<file path="src/hw/rtl/chws_div.sv">
// bit-serial restoring divider, signed dividend by unsigned divisor, truncating
module chws_div #(
  parameter int SUM_W = 38,
  parameter int DIV_W = 7
) (
  input  logic                    clk,
  input  logic                    rst_n,
  input  logic                    start,
  input  logic signed [SUM_W-1:0] dividend,
  input  logic [DIV_W-1:0]        divisor,
  output logic                    done,
  output logic signed [SUM_W-1:0] quotient
);

  localparam int NW = $clog2(SUM_W+1);

  logic [SUM_W-1:0] q_r;
  logic [DIV_W-1:0] rem_r;
  logic [DIV_W-1:0] d_r;
  logic [NW-1:0]    cnt_r;
  logic             neg_r;
  logic             busy_r;
  logic             done_r;
  logic [DIV_W:0]   trial;
  logic             ge;

  assign trial = {rem_r, q_r[SUM_W-1]};
  assign ge    = trial >= {1'b0, d_r};

  always_ff @(posedge clk) begin
    if (!rst_n) begin
      busy_r <= 1'b0;
      done_r <= 1'b0;
    end else begin
      done_r <= 1'b0;
      if (start) begin
        busy_r <= 1'b1;
        cnt_r  <= NW'(SUM_W);
        q_r    <= dividend[SUM_W-1] ? SUM_W'(-dividend) : SUM_W'(dividend);
        neg_r  <= dividend[SUM_W-1];
        rem_r  <= '0;
        d_r    <= divisor;
      end else if (busy_r) begin
        rem_r <= ge ? DIV_W'(trial - {1'b0, d_r}) : trial[DIV_W-1:0];
        q_r   <= {q_r[SUM_W-2:0], ge};
        cnt_r <= cnt_r - 1'b1;
        if (cnt_r == NW'(1)) begin
          busy_r <= 1'b0;
          done_r <= 1'b1;
        end
      end
    end
  end

  assign done     = done_r;
  assign quotient = neg_r ? -$signed(q_r) : $signed(q_r);

endmodule

</file>
<file path="config.mk">
export PLATFORM = sky130hd
export DESIGN_NAME = chws_div
export DESIGN_NICKNAME = d
export VERILOG_FILES = /design/src/hw/rtl/chws_div.sv
export SDC_FILE = /design/constraint.sdc
export NUM_CORES = 1
export LEC_CHECK = 0
export BUFFER_PORTS_ARGS = -buffer_cell sky130_fd_sc_hd__buf_4
export CORE_AREA = 2 2 123 101
export DETAILED_ROUTE_END_ITERATION = 16
export DIE_AREA = 0 0 125 103
export PLACE_DENSITY = 0.7
export SLEW_MARGIN = 20
export SYNTH_ARGS = -nofsm -noshare
export SYNTH_HDL_FRONTEND = slang
export SYNTH_SLANG_ARGS = --single-unit
</file>
<file path="constraint.sdc">
create_clock -name clk -period 2.9 [get_ports clk]
set_input_delay 0.435 -clock clk [delete_from_list [all_inputs] [get_ports clk]]
set_output_delay 0.435 -clock clk [all_outputs]
set_load 0.01 [all_outputs]
</file>
==> impl_metrics.toml <==
[run_status]
status = "finished, violations left"
violations = "negative setup slack"

[timing]
finalSetupViolations = 6
report.final.slew_viol_count = 0
fmax_mhz = 334.6
whs_ns = 0.2808
tightest_slew_ns = 0.7810
finalCritPeriodShare_pct = 103.1
finalCriticalPeriod_ns = 2.989
rsz0062_at_grt = "yes"
finalHoldViolations = 0
relSlewSlack_pct = 47.94
setup_slack_ns = -0.08897
fin_skew_ns = 0.006503

[die]
ios = 87
row_count = 36
initial_core_util_pct = 38.61
die_width_um = 125
die_height_um = 103
coreArea_um2 = 11800
die_area_um2 = 12880

[yosys]
synthArstFlopShare_pct = 0
synth_cells = 477
synth_edf_count = 59
synth_area_leaders = "edfxtp_1, xnor2_1, xor2_1"
synth_area_um2 = 4557
yosysTopAreaCellShare_pct = 38.88
synth-seq-cells = 61
synth_commonest_cells = "edfxtp_1, nor2_1, xnor2_1"
ys_warn_count = 0
yosysUniqueCellTypes = 50
yosysMostFrequentCell = "edfxtp_1"
syn_avg_cell_area_um2 = 9.553
synth_top_area_cell = "edfxtp_1"
synth_nets = 537
ys.flop_type = "edfxtp_1"
yosysSeqAreaShare_pct = 39.76

[final_layout]
seqCellArea_um2 = 1812
drive_gt1_share_pct = 32.67
multi_input_area_um2 = 2799
final_util_pct = 52.14
fillers = 1068
area_delta_synth_final_pct = 35.04
nNetsFinal = 655
antenna_cells = 0
fin_cells = 752

[worst_setup_path]
cp-end-kind = "primary output"
critPathLaunchType = "register"
crit_fanout = 5
arrival_ns = 2.55
crit_required_ns = 2.47
crit_type = "register to primary output"

[clock_tree]
cts_made_buffers = 9
cts_max_level = 3
cts_root_buf = "clkbuf_16"
clkSinkCount = 61
cts_buffer_depth = 2
path_clk_slew_ns = 0.06
cts_tree = "yes"
clock_latency_ns = 0.33

[global_routing]
grt_usage_pct = 20.35
antenna_found_initial = 0
grt_start_max_net_pins = 39
grt_pass1_wl_um = 20800
grt_pass1_vias = 4187
grt_remaining_overflow = 0

[placed_design]
numPortBuffers = 86
place.gp.congestion = 0.8811
hpwl_um = 9518
dp_slack_ns = 0.09210
dp_cells = 725

[power]
ir_drop_mv = 0.2990
p_per_area_nw_per_um2 = 473.6
leakage_nw = 2.295

[route]
route.detailed.drc = 0
vias = 4268
drt_first_pass_iters = 5
ant_nets = 0
dr.first_iter.drc_count = 349
routed_wirelength_um = 13190
vias_per_cell = 5.676
wl_per_cell_um = 17.54

[hold_path]
worstHoldPathType = "input pin to register"

[job]
maxCapViolations = 0
through the flow:
| stage | setup TNS, ns | instance area [µm²] | power (mW) |
|---|---|---|---|
| floorplan | 0 | 4557 | 1.518 |
| global placement | 0 | 5564 | 1.817 |
| detailed placement | 0 | 5564 | 1.839 |
| CTS | -0.1775 | 5984 | 2.901 |
| global route | -0.8230 | 6153 | 3.030 |
| finish | -0.3518 | 6153 | 2.914 |
cell usage in the layout, fill, tap and decap left out, drive strengths merged, types with 5 or more instances in the layout:
cell type  instances
a21oi             37
buf              129
clkbuf            11
edfxtp            59
ha                11
inv               18
mux2               5
nand2             24
nand3              9
nand3b             5
nor2              50
nor2b              5
nor3              12
nor4              10
o21a               6
o21ai             27
o31ai             23
o41ai             19
or2                5
or3               11
or4               10
xnor2             47
xor2              25
critical path, cell delays in order, from the launching register on:
cell and delay [ns]:
edfxtp_1 0.40, or4_4 0.61, nor4_4 0.30, buf_4 0.18, nand2_1 0.08, o41ai_2 0.26, xnor2_1 0.22, buf_4 0.18
layout make-up:
class	count	share of cell area (%)
clock inverters	5	0.8337
repair buffers	129	16.27
inverters	18	1.098
flip-flops and latches	61	29.44
well taps	152	3.091
clock buffers	11	3.782
multi-input cells	376	45.49
power by group:
group | internal (mW) | switching (mW) | total, mW
registers | 1.06 | 0.0595 | 1.11
clock network | 0.659 | 0.390 | 1.05
logic | 0.363 | 0.388 | 0.750
total | 2.08 | 0.837 | 2.91
routing by layer:
layer | GRT usage, % | vias to the layer above | part of all wire, % | routed length (µm)
met5 | 0 | - | 0 | 0
met4 | 8.632 | 0 | 2.4 | 323
met3 | 4.567 | 29 | 6.8 | 893
met2 | 32.65 | 181 | 47 | 6173
met1 | 26.89 | 2031 | 44 | 5803
li1 | - | 2027 | - | -
worst paths after layout:
path / slack (ns) / cells past startpoint / startpoint / endpoint
max: -0.09 / 7 / q_r[6] / quotient[27]
min: 0.28 / 1 / divisor[6] / d_r[6]
max reg2reg: 0.63 / 8 / q_r[37] / rem_r[1]
min reg2reg: 0.44 / 2 / busy_r / done
cells by family after synthesis:
logic type,share of synthesized area (%)
AND/OR/NAND/NOR,18.09
multiplexers,2.114
AO/OA/AOI/OAI,19.17
buffers and inverters,3.569
adder cells (fa/ha/maj),3.460
XOR/XNOR,13.84
flip-flops,39.76
what timing repair did:
| item | CTS | global route |
|---|---|---|
| hold buffers | 0 | 0 |
| pin swaps | 7 | 11 |
| setup buffers | 4 | 7 |
| resized for setup | 20 | 21 |
| setup endpoints to repair | 18 | 16 |
registers in the layout, indices dropped and copies added, names as in the netlist:
register,flops
cnt_r,6
neg_r,1
q_r,38
busy_r,1
d_r,7
rem_r,7
done,1
Power figures use the tool's default switching activity.
