**config.mk**
```make
export PLATFORM = sky130hd
export DESIGN_NAME = chws_acc
export DESIGN_NICKNAME = d
export VERILOG_FILES = /design/src/hw/rtl/chws_pkg.sv /design/src/hw/rtl/chws_acc.sv
export SDC_FILE = /design/constraint.sdc
export NUM_CORES = 1
export LEC_CHECK = 0
export BUFFER_PORTS_ARGS = -buffer_cell sky130_fd_sc_hd__buf_2
export CAP_MARGIN = 15
export CORE_MARGIN = 8
export CORE_UTILIZATION = 33
export CTS_CLUSTER_SIZE = 28
export DETAILED_ROUTE_END_ITERATION = 10
export HOLD_SLACK_MARGIN = 0.05
export PLACE_DENSITY = 0.63
export SLEW_MARGIN = 0
export SYNTH_ARGS = -nofsm -noshare
export SYNTH_HDL_FRONTEND = slang
export SYNTH_SLANG_ARGS = --single-unit
```
**constraint.sdc**
```tcl
create_clock -name clk -period 20.7 [get_ports clk]
set_input_delay 3.105 -clock clk [delete_from_list [all_inputs] [get_ports clk]]
set_output_delay 3.105 -clock clk [all_outputs]
set_load 0.02 [all_outputs]
```
**src/hw/rtl/chws_pkg.sv**
```systemverilog
// shared types and constants for the control history window statistics block
package chws_pkg;

  localparam int DATA_W    = 32;
  localparam int SUM_OUT_W = 40;
  localparam int WIN_W     = 7;
  localparam int FLAG_W    = 4;

  localparam int FL_MODE  = 0;
  localparam int FL_STEER = 1;
  localparam int FL_SPEED = 2;
  localparam int FL_STILL = 3;

  localparam logic [WIN_W-1:0] WIN_RESET = 7'd10;

  typedef logic signed [DATA_W-1:0] q_t;

  typedef struct packed {
    q_t                accel;
    q_t                curv;
    q_t                plan;
    q_t                lat;
    q_t                noise;
    q_t                meas;
    logic [FLAG_W-1:0] flags;
  } entry_t;

  function automatic logic [DATA_W-1:0] mag32(q_t v);
    logic [DATA_W-1:0] r;
    r = v[DATA_W-1] ? DATA_W'(-v) : DATA_W'(v);
    return r;
  endfunction

endpackage

```
**src/hw/rtl/chws_acc.sv**
```systemverilog
// per-entry compare and accumulate unit for the window statistics
module chws_acc import chws_pkg::*; #(
  parameter int DEPTH = 64
) (
  input  logic                             clk,
  input  logic                             seed,
  input  entry_t                           seed_entry,
  input  logic                             step,
  input  logic                             in_win,
  input  logic [$clog2(DEPTH+1)-1:0]       k,
  input  entry_t                           entry,
  output q_t                               max_accel,
  output q_t                               min_accel,
  output q_t                               max_curv,
  output q_t                               min_curv,
  output q_t                               min_plan,
  output q_t                               best_lat,
  output logic signed [DATA_W+$clog2(DEPTH)-1:0] nsum,
  output logic signed [DATA_W+$clog2(DEPTH)-1:0] ksum,
  output logic                             all_mode,
  output logic                             all_steer,
  output logic                             all_speed,
  output logic [$clog2(DEPTH+1)-1:0]       still
);

  localparam int SUM_W = DATA_W + $clog2(DEPTH);
  localparam int CW    = $clog2(DEPTH+1);

  q_t                 mx_a_r, mn_a_r, mx_k_r, mn_k_r, mn_p_r, lat_r;
  logic [DATA_W-1:0]  mag_r;
  logic [DATA_W-1:0]  m;
  logic signed [SUM_W-1:0] nsum_r, ksum_r;
  logic               mode_r, steer_r, speed_r, found_r;
  logic [CW-1:0]      still_r;

  assign m = mag32(entry.lat);

  always_ff @(posedge clk) begin
    if (seed) begin
      mx_a_r  <= seed_entry.accel;
      mn_a_r  <= seed_entry.accel;
      mx_k_r  <= seed_entry.curv;
      mn_k_r  <= seed_entry.curv;
      mn_p_r  <= seed_entry.plan;
      lat_r   <= seed_entry.lat;
      mag_r   <= mag32(seed_entry.lat);
      nsum_r  <= '0;
      ksum_r  <= '0;
      mode_r  <= 1'b1;
      steer_r <= 1'b1;
      speed_r <= 1'b1;
      found_r <= 1'b0;
      still_r <= CW'(DEPTH);
    end else if (step) begin
      if (in_win) begin
        if (entry.flags[FL_STEER]) begin
          if (entry.accel > mx_a_r) mx_a_r <= entry.accel;
          if (entry.curv > mx_k_r) mx_k_r <= entry.curv;
          if (entry.curv < mn_k_r) mn_k_r <= entry.curv;
        end
        if (entry.flags[FL_SPEED] && entry.accel < mn_a_r) mn_a_r <= entry.accel;
        if (entry.plan < mn_p_r) mn_p_r <= entry.plan;
        if (m <= mag_r) begin
          mag_r <= m;
          lat_r <= entry.lat;
        end
        nsum_r <= nsum_r + SUM_W'(entry.noise);
        ksum_r <= ksum_r + SUM_W'(entry.meas);
        if (!entry.flags[FL_MODE])  mode_r  <= 1'b0;
        if (!entry.flags[FL_STEER]) steer_r <= 1'b0;
        if (!entry.flags[FL_SPEED]) speed_r <= 1'b0;
      end
      if (!found_r && entry.flags[FL_STILL]) begin
        found_r <= 1'b1;
        still_r <= k;
      end
    end
  end

  assign max_accel = mx_a_r;
  assign min_accel = mn_a_r;
  assign max_curv  = mx_k_r;
  assign min_curv  = mn_k_r;
  assign min_plan  = mn_p_r;
  assign best_lat  = lat_r;
  assign nsum      = nsum_r;
  assign ksum      = ksum_r;
  assign all_mode  = mode_r;
  assign all_steer = steer_r;
  assign all_speed = speed_r;
  assign still     = still_r;

endmodule

```
==> impl_metrics.yaml, run 1 <==
logic_synthesis:
  synthTopCellsByArea: "edfxtp_1 (31%), ha_1 (15%), dfxtp_1 (8.1%)"
  synth_simple_gate_area_share_pct: 11.9
  syn_nets: 2886
  synth_top_family_by_area: "compound AO/OA/AOI/OAI gates"
  avgSynthCellArea_um2: 9.74
  yosys-top-cells-count: "ha_1 (265), edfxtp_1 (223), inv_1 (219)"
  async_flop_share_pct: 0
  synthAdderAreaFrac_pct: 15.5
  syn_inst: 2216
  synth_top_cell_by_area: "edfxtp_1"
  ys_seq_area_share_pct: 39.1
  synth_edf_count: 223
  yosysMostFrequentCell: "ha_1"
  synth_cell_type_count: 70
  synthXorXnorAreaFrac_pct: 4.63
  synth_compound_gate_area_share_pct: 16.5
  synth_mux_area_share_pct: 7.18
  syn_area_um2: 21600
  synth-main-ff-cell: "edfxtp_1"
  ys_ff_latch: 310
  yosysWarnings: 0
  yosysTopAreaCellShare_pct: 31.0
min_path:
  hp-class: "reg -> reg"
critical_path:
  required_ns: 20.88
  r2r-end: "best_lat[0]"
  reg2reg_depth: 12
  r2r_slack_ns: 17.04
  critPathCapture: "best_lat[0]"
  criticalPathCategory: "in -> reg"
  crit_start: "entry[73]"
  crit_path_end_kind: "register"
  cp.arrival_ns: 8.23
  startpoint_type: "primary input"
  rr_startpoint: "mag_r[1]"
  worstPathMaxFanout: 47
layout:
  final_util_pct: 41.5
  fillerInstances: 6403
  finalInstanceArea_um2: 26800
  final_nets: 3482
  layout-drive-gt1-share_pct: 29.2
  ff_latch_area_um2: 8440
  multi_input_area_um2: 12100
  fin_cells: 3704
  syn2layout_area_growth_pct: 24.2
clock_network:
  clk_latency_ns: 0.55
  cts_hold_buf: 0
  tritoncts: "yes"
  cts_buffers: 39
  ctsResizeCount: 0
  root_buffer: "clkbuf_16"
  ctsHtreeMaxLevel: 2
  clk_pin_slew_ns: 0.05
  clkSinkCount: 310
  cts_setup_buffers: 0
  clk_path_buf_depth: 3
global_route:
  grt_pass1_vias: 18916
  gr-usage-all-layers_pct: 18.5
  use_met2_pct: 31.8
  busiest_layer: "met2"
  grt_pass1_wl_um: 109000
  grtUsageMet1_pct: 22.3
  grt_antenna_before_repair: 11
  grt_use_met3_pct: 5.46
  grt_max_degree: 81
  grt_overflow: 0
timing:
  fmax_mhz: 124
  worstMarginPinSlew_ns: 0.908
  finalHoldViolations: 0
  relSlewSlack_pct: 39.5
  skew_ns: 0.0213
  grt_setup_unrepaired: "false"
  period_share_pct: 38.9
  slew_violations: 0
  fin_setup_tns_ns: 0
  min_period_ns: 8.06
  setup_viol: 0
run_status:
  run_status: "finished, final reports clean"
route:
  antenna_left: 0
  wl_per_cell_um: 19.4
  drt_first_pass_iters: 5
  dr_total_vias: 18589
  drc: 0
  drt_iter0_markers: 987
  routed_wl_um: 72000
  vias_per_cell: 5.02
place:
  gp_congestion: 0.899
  dp_cells: 3626
  io_buffer_count: 612
  placed_area_um2: 25600
  post-dp-hpwl_um: 57600
pwr:
  power_frac_comb_pct: 25.9
  internal_power_w: 0.00131
  vdd_drop_max_mv: 0.0630
  p_clk_share_pct: 34.5
  seqPwrFrac_pct: 39.6
  swShare_pct: 31.5
  powerDensity_nw_per_um2: 71.4
  p_leak_nw: 12.7
  p_switching_w: 0.000604
die:
  die_h_um: 272
  boundaryPins: 681
  core_um2: 64600
  rows: 93
  start_util_pct: 33.4
  die_w_um: 272
  dieArea_um2: 73800
flow_run:
  max_cap_viol_count: 0
critical path, stage by stage:
cell,delay [ns]
buf_2,0.16
or3_4,0.41
or3_4,0.34
or3_4,0.35
or3_4,0.41
o41ai_4,0.51
nand2_1,0.12
xor2_1,0.23
ha_1,0.29
nand4_1,0.13
or2_2,0.16
nor3_1,0.08
and2_1,0.17
a21oi_1,0.13
o21ai_0,0.15
o31ai_4,0.73
buf_4,0.69
power by group through the flow:
stage | combinational [W] | clock (W) | sequential, W
6_report | 0.000495 | 0.000661 | 0.000758
5_1_grt | 0.000550 | 0.000706 | 0.000763
4_1_cts | 0.000499 | 0.000684 | 0.000758
3_5_place_dp | 0.000496 | 0 | 0.000771
3_3_place_gp | 0.000494 | 0 | 0.000769
2_1_floorplan | 0.000266 | 0 | 0.000820
layer usage:
metal,share of wire [%],vias up,routed length (µm)
li1,-,9245,-
met1,42,8682,30200
met2,48,561,34400
met3,7.6,95,5500
met4,2.6,6,1850
met5,0.053,-,38
registers in the layout, indices dropped and copies added, names as in the netlist, 7 cells and up:
name	count
ksum	38
min_accel	32
still	7
mag_r	31
min_curv	32
max_accel	32
min_plan	32
nsum	38
max_curv	32
best_lat	32
area by class of cell:
class / instances / share of cell area (%)
diodes: 9 / 0.0840
repair buffers: 626 / 11.9
well taps: 855 / 3.99
clock inverters: 17 / 0.579
inverters: 219 / 3.07
flip-flops and latches: 310 / 31.5
clock buffers: 52 / 3.86
multi-input cells: 1616 / 45.1
through the flow:
step                hold WS, ns  total power (W)  worst slack (ns)
floorplan                 0.428          0.00109              9.36
global placement          0.443          0.00126             12.12
detailed placement        0.449          0.00127             11.99
CTS                       0.465          0.00194             12.56
global route              0.487          0.00202             12.33
finish                    0.465          0.00191             12.64
layout by cell type (no fill, tap or decap), drive strengths merged, types with 59 or more instances in the layout:
master	n
mux2	127
nor2	119
a21o	83
dfxtp	87
a21oi	204
edfxtp	223
inv	220
buf	626
xnor2	59
nand2	180
ha	265
o21ai	127
cells by family (layout without fill, tap and decap cells):
family          count (synthesis)  count (layout)
compound gates                572             572
simple gates                  524             524
flops                         310             310
buf+inv                       290             914
fa+ha+maj                     267             267
mux                           139             139
xor+xnor                      114             114
other cells                     0               9
how the worst min path moves through the flow:
stage	from	end	slack, ns	cells past startpoint
global placement	found_r	found_r	0.44	2
global route	still[6]	still[6]	0.49	1
floorplan	found_r	found_r	0.43	2
finish	still[6]	still[6]	0.46	1
CTS	still[6]	still[6]	0.46	1
detailed placement	still[6]	still[6]	0.45	1
(Power assumes the default switching activity.)
==> run 2: changes to the inputs <==
- clock period: 20.7 -> 7.75 ns (I/O delays scaled with it)
==> run 2 against run 1 <==
Via count increased by 2.0%. Sequential power increased to 2.7 times the previous value. Count of clock-buffer cells in the layout unchanged. Clock skew increased by 0.0052 ns. Global-route usage increased by 0.70 points. Sequential share of layout area decreased by 0.12 points. Design area increased by 0.38%. First-iteration DRC count increased by 2.9%. Critical endpoint is now best_lat[22]. Highest routed layer unchanged.
==> impl_metrics.yaml, run 2 (same netlist as run 1, synthesis figures left out) <==
layout:
  final_cell_mix: "buf_2 (611), ha_1 (265), edfxtp_1 (223)"
  final_nets: 3480
  fin_cells: 3708
  syn2layout_area_growth_pct: 24.7
  finalInstanceArea_um2: 26900
  layout-drive-gt1-share_pct: 29.4
  final_common_cell: "buf_2"
critical_path:
  crit_start: "entry[73]"
  criticalPathCategory: "in -> reg"
  required_ns: 8.03
  crit_path_end_kind: "register"
  reg2reg_depth: 10
  r2r_slack_ns: 4.28
  worstPathMaxFanout: 54
  startpoint_type: "primary input"
  rr_startpoint: "nsum[1]"
  slowest_delay_ns: 0.52
  slowest_stage: "o41ai_4"
  cp.arrival_ns: 5.79
  r2r-end: "nsum[37]"
  cp_common_cell: "or3_4"
  crit_chain: "buf_2, or3_4, or3_4, or3_4, or3_4, o41ai_4, nand2_1, xor2_1, ha_1, nand4_1, or2_2, nor3_1, and2_1, nand2_1, o21ai_0, o31ai_4, buf_12"
timing:
  grt_setup_unrepaired: "false"
  min_period_ns: 5.51
  relSlewSlack_pct: 25.4
  setup_viol: 0
  period_share_pct: 71.1
  finalHoldViolations: 0
  fin_setup_tns_ns: 0
  skew_ns: 0.0265
  fmax_mhz: 182
  slew_violations: 0
  worstMarginPinSlew_ns: 1.12
die:
  dieArea_um2: 73800
  boundaryPins: 681
  rows: 93
  die_w_um: 272
  start_util_pct: 33.4
  die_h_um: 272
  core_um2: 64600
pwr:
  swShare_pct: 32.0
  powerDensity_nw_per_um2: 192
  vdd_drop_max_mv: 0.194
  internal_power_w: 0.00352
  seqPwrFrac_pct: 39.1
  p_switching_w: 0.00165
  power_frac_comb_pct: 25.8
  p_clk_share_pct: 35.1
  p_leak_nw: 12.7
clock_network:
  root_buffer: "clkbuf_16"
  ctsHtreeMaxLevel: 2
  clk_pin_slew_ns: 0.06
  cts_hold_buf: 0
  tritoncts: "yes"
  cts_setup_buffers: 0
  cts_buffers: 40
  clk_latency_ns: 0.57
  clk_path_buf_depth: 3
  ctsResizeCount: 0
  clkSinkCount: 310
run_status:
  run_status: "finished, final reports clean"
global_route:
  grt_overflow: 0
  grt_pass1_wl_um: 112000
  gr-usage-all-layers_pct: 19.2
  grt_antenna_before_repair: 25
  grt_pass1_vias: 19066
  grt_max_degree: 141
flow_run:
  max_cap_viol_count: 0
route:
  wl_per_cell_um: 20.1
  dr_total_vias: 18966
  drt_iter0_markers: 1016
  antenna_left: 0
  drc: 0
  routed_wl_um: 74500
  drt_first_pass_iters: 5
  vias_per_cell: 5.11
min_path:
  min_to: "found_r"
  hp-start: "found_r"
  hp-class: "reg -> reg"
  holdPathStages: 2
place:
  placed_area_um2: 25600
  io_buffer_count: 612
  dp_cells: 3623
  post-dp-hpwl_um: 60300
  gp_congestion: 0.923
run 2: final cells by class:
class | instances | area, µm²
repair buffers | 623 | 3180
flip-flops and latches | 310 | 8440
diodes | 14 | 35.0
fillers | 6444 | 37700
multi-input cells | 1616 | 12100
well taps | 855 | 1070
inverters | 219 | 822
clock buffers | 52 | 1120
clock inverters | 19 | 145
run 2: worst max path at each step:
stage / depth (start not counted) / endpoint
6_report: 17 / best_lat[22]
5_1_grt: 17 / best_lat[21]
4_1_cts: 17 / mag_r[24]
3_5_place_dp: 17 / best_lat[3]
3_3_place_gp: 17 / best_lat[3]
2_1_floorplan: 15 / best_lat[0]
run 2: metal layers:
metal,part of all wire (%),routed length (µm),GRT usage [%],vias to the layer above
met5,0.20,149,0,-
met4,2.8,2070,5.65,26
met3,10,7460,7.90,113
met2,46,34600,32.1,669
met1,41,30200,22.4,8887
li1,-,-,-,9271
run 2: stage by stage:
stage	hold WS, ns	total power [W]	util, %	setup WS, ns
CTS	0.472	0.00524	41.6	2.28
finish	0.460	0.00518	41.7	2.24
floorplan	0.428	0.00290	-	0.309
global route	0.490	0.00545	41.6	1.94
detailed placement	0.459	0.00339	39.7	1.70
global placement	0.438	0.00338	39.7	1.70
run 2: power groups by stage:
stage               sequential, W  combinational (W)  clock, W
floorplan                 0.00219           0.000712         0
global placement          0.00205            0.00132         0
detailed placement        0.00206            0.00133         0
CTS                       0.00203            0.00134   0.00187
global route              0.00204            0.00148   0.00192
finish                    0.00202            0.00134   0.00182
run 2: critical path, delay by kind of cell:
kind / cells / cell delay [ns]
AND/OR/NAND/NOR: 10 / 2.67
AO/OA/AOI/OAI: 3 / 1.02
adder cells (fa/ha/maj): 1 / 0.29
XOR/XNOR: 1 / 0.18
buffers and inverters: 2 / 0.43
==> run 3: changes to the inputs <==
- PLACE_DENSITY: 0.63 -> 0.65
- clock period: 7.75 -> 4.7 ns (I/O delays scaled with it)
==> run 3 against run 2 <==
Sequential share of layout area is 0.61 points lower. Final cell count increased by 0.89%. Critical endpoint is now mag_r[18]. Via count shrank 0.11%. Critical path depth increased by 2. Combinational power rose by 67%. Critical path type unchanged. Non-clock buffer count grew 35. Power up 72%. Highest routed layer unchanged. Hold slack got worse by 0.069 ns. Die area is the same.
==> impl_metrics.yaml, run 3 (same netlist as run 1, synthesis figures left out) <==
global_route:
  grt_antenna_before_repair: 17
  grt_pass1_wl_um: 112000
  grt_max_degree: 96
  gr-usage-all-layers_pct: 19.0
  grt_overflow: 0
  grt_pass1_vias: 19052
pwr:
  p_clk_share_pct: 37.3
  seqPwrFrac_pct: 37.5
  swShare_pct: 30.8
  internal_power_w: 0.00616
  powerDensity_nw_per_um2: 325
  p_switching_w: 0.00275
  p_leak_nw: 13.0
  vdd_drop_max_mv: 0.308
  power_frac_comb_pct: 25.2
route:
  dr_total_vias: 18946
  wl_per_cell_um: 19.8
  vias_per_cell: 5.06
  antenna_left: 0
  routed_wl_um: 74100
  drt_iter0_markers: 1195
  drt_first_pass_iters: 5
  drc: 0
clock_network:
  cts_hold_buf: 0
  cts_buffers: 40
  clk_path_buf_depth: 3
  tritoncts: "yes"
  clk_latency_ns: 0.55
  ctsHtreeMaxLevel: 2
  root_buffer: "clkbuf_16"
  clkSinkCount: 310
  clk_pin_slew_ns: 0.06
layout:
  fin_cells: 3741
  final_common_cell: "buf_2"
  layout-drive-gt1-share_pct: 30.6
  final_nets: 3515
  fillerInstances: 6371
  syn2layout_area_growth_pct: 27.2
  final_cell_mix: "buf_2 (611), ha_1 (265), edfxtp_1 (223)"
place:
  gp_congestion: 0.904
  post-dp-hpwl_um: 59600
  io_buffer_count: 612
  dp_cells: 3655
critical_path:
  crit_chain: "buf_2, or3_4, or3_4, or3_4, or3_4, o41ai_4, buf_4, nand2_1, xor2_1, ha_1, nand4_1, or2_2, nor3_4, and2_4, nand2_1, o21ai_2, o31ai_4, buf_6, clkbuf_16"
  cp_common_cell: "or3_4"
  required_ns: 5.01
  timing.critical_path.max_delay_family: "simple AND/OR/NAND/NOR gates"
  slowest_stage: "or3_4"
  criticalPathCategory: "in -> reg"
  r2r-end: "ksum[36]"
  crit_buf_inv: 4
  crit_path_end_kind: "register"
  slowest_delay_ns: 0.43
  crit_start: "entry[73]"
  reg2reg_depth: 12
  cp.arrival_ns: 4.89
  worstPathMaxFanout: 14
  startpoint_type: "primary input"
  rr_startpoint: "ksum[0]"
  r2r_slack_ns: 1.05
flow_run:
  max_cap_viol_count: 0
die:
  dieArea_um2: 73800
  die_w_um: 272
  core_um2: 64600
  start_util_pct: 33.4
  rows: 93
  boundaryPins: 681
  die_h_um: 272
min_path:
  holdPathStages: 3
  min_to: "still[1]"
  hp-start: "k[1]"
  hp-class: "in -> reg"
timing:
  finalHoldViolations: 0
  worstMarginPinSlew_ns: 0.899
  setup_viol: 0
  fin_setup_tns_ns: 0
  skew_ns: 0.0109
  period_share_pct: 97.6
  min_period_ns: 4.59
  relSlewSlack_pct: 40.1
  slew_violations: 0
  fmax_mhz: 218
run_status:
  run_status: "finished, final reports clean"
[run 3: cell types whose count changed in the layout (fill, tap and decap cells not counted), moves of 3 or more]
cell,previous run,this run
buf_12,2,6
clkbuf_1,7,3
diode_2,14,10
clkinvlp_4,3,0
bufinv_16,1,7
buf_4,9,37
clkinv_1,4,7
[run 3: worst max path at each step]
| stage | endpoint | slack (ns) | depth (start not counted) |
|---|---|---|---|
| 2_1_floorplan | best_lat[0] | -1.08 | 15 |
| 6_report | mag_r[18] | 0.11 | 19 |
| 5_1_grt | best_lat[22] | -0.07 | 20 |
| 3_3_place_gp | best_lat[6] | -0.44 | 18 |
| 4_1_cts | best_lat[4] | 0.11 | 18 |
| 3_5_place_dp | best_lat[4] | -0.47 | 18 |
[run 3: final cells by class]
cell class	count	area [µm²]	share of cell area, %
Inverter	219	822	3.00
Sequential cell	310	8440	30.7
Clock inverter	25	317	1.15
Clock buffer	48	1100	4.02
Antenna cell	10	25.0	0.0912
Timing Repair Buffer	658	3520	12.8
Multi-Input combinational cell	1616	12200	44.3
Tap cell	855	1070	3.90
[run 3: power by group through the flow]
stage	Combinational (W)	Sequential (W)	Clock (W)
final	0.00224	0.00334	0.00333
after global routing	0.00248	0.00337	0.00352
after CTS	0.00224	0.00334	0.00342
after detailed placement	0.00223	0.00340	0
after global placement	0.00221	0.00339	0
after floorplan	0.00117	0.00361	0
[run 3: metrics by stage]
stage | util [%] | hold WS, ns | worst slack, ns | power (W) | instance area, µm²
2_1_floorplan | - | 0.428 | -1.08 | 0.00478 | 21600
3_3_place_gp | 40.1 | 0.439 | -0.438 | 0.00560 | 25900
3_5_place_dp | 40.1 | 0.446 | -0.470 | 0.00563 | 25900
4_1_cts | 42.3 | 0.341 | 0.111 | 0.00900 | 27300
5_1_grt | 42.5 | 0.358 | -0.0671 | 0.00937 | 27400
6_report | 42.5 | 0.391 | 0.111 | 0.00891 | 27400
[run 3: worst reg2reg max path, stage by stage, from the launching register on]
cell,delay (ns)
dfxtp_1,0.36
ha_1,0.30
inv_1,0.09
fa_1,0.39
nor2b_1,0.17
o21ai_1,0.10
a21oi_1,0.48
o41a_1,0.34
a41o_1,0.36
o31ai_1,0.19
o311a_1,0.36
o21a_1,0.18
o31a_1,0.22
[run 3: what timing repair did]
item / 4_1_cts / 5_1_grt
endpoints found under the setup margin: 0 / 63
resized for setup: 0 / 12
buffers inserted: 0 / 2
[run 3: metal layers]
metal  GRT usage [%]  vias up  share of wire, %
li1                -     9344                 -
met1            22.6     8840                40
met2            32.4      631                48
met3            5.88      123               8.1
met4            6.70        8               3.5
met5               0        -             0.073
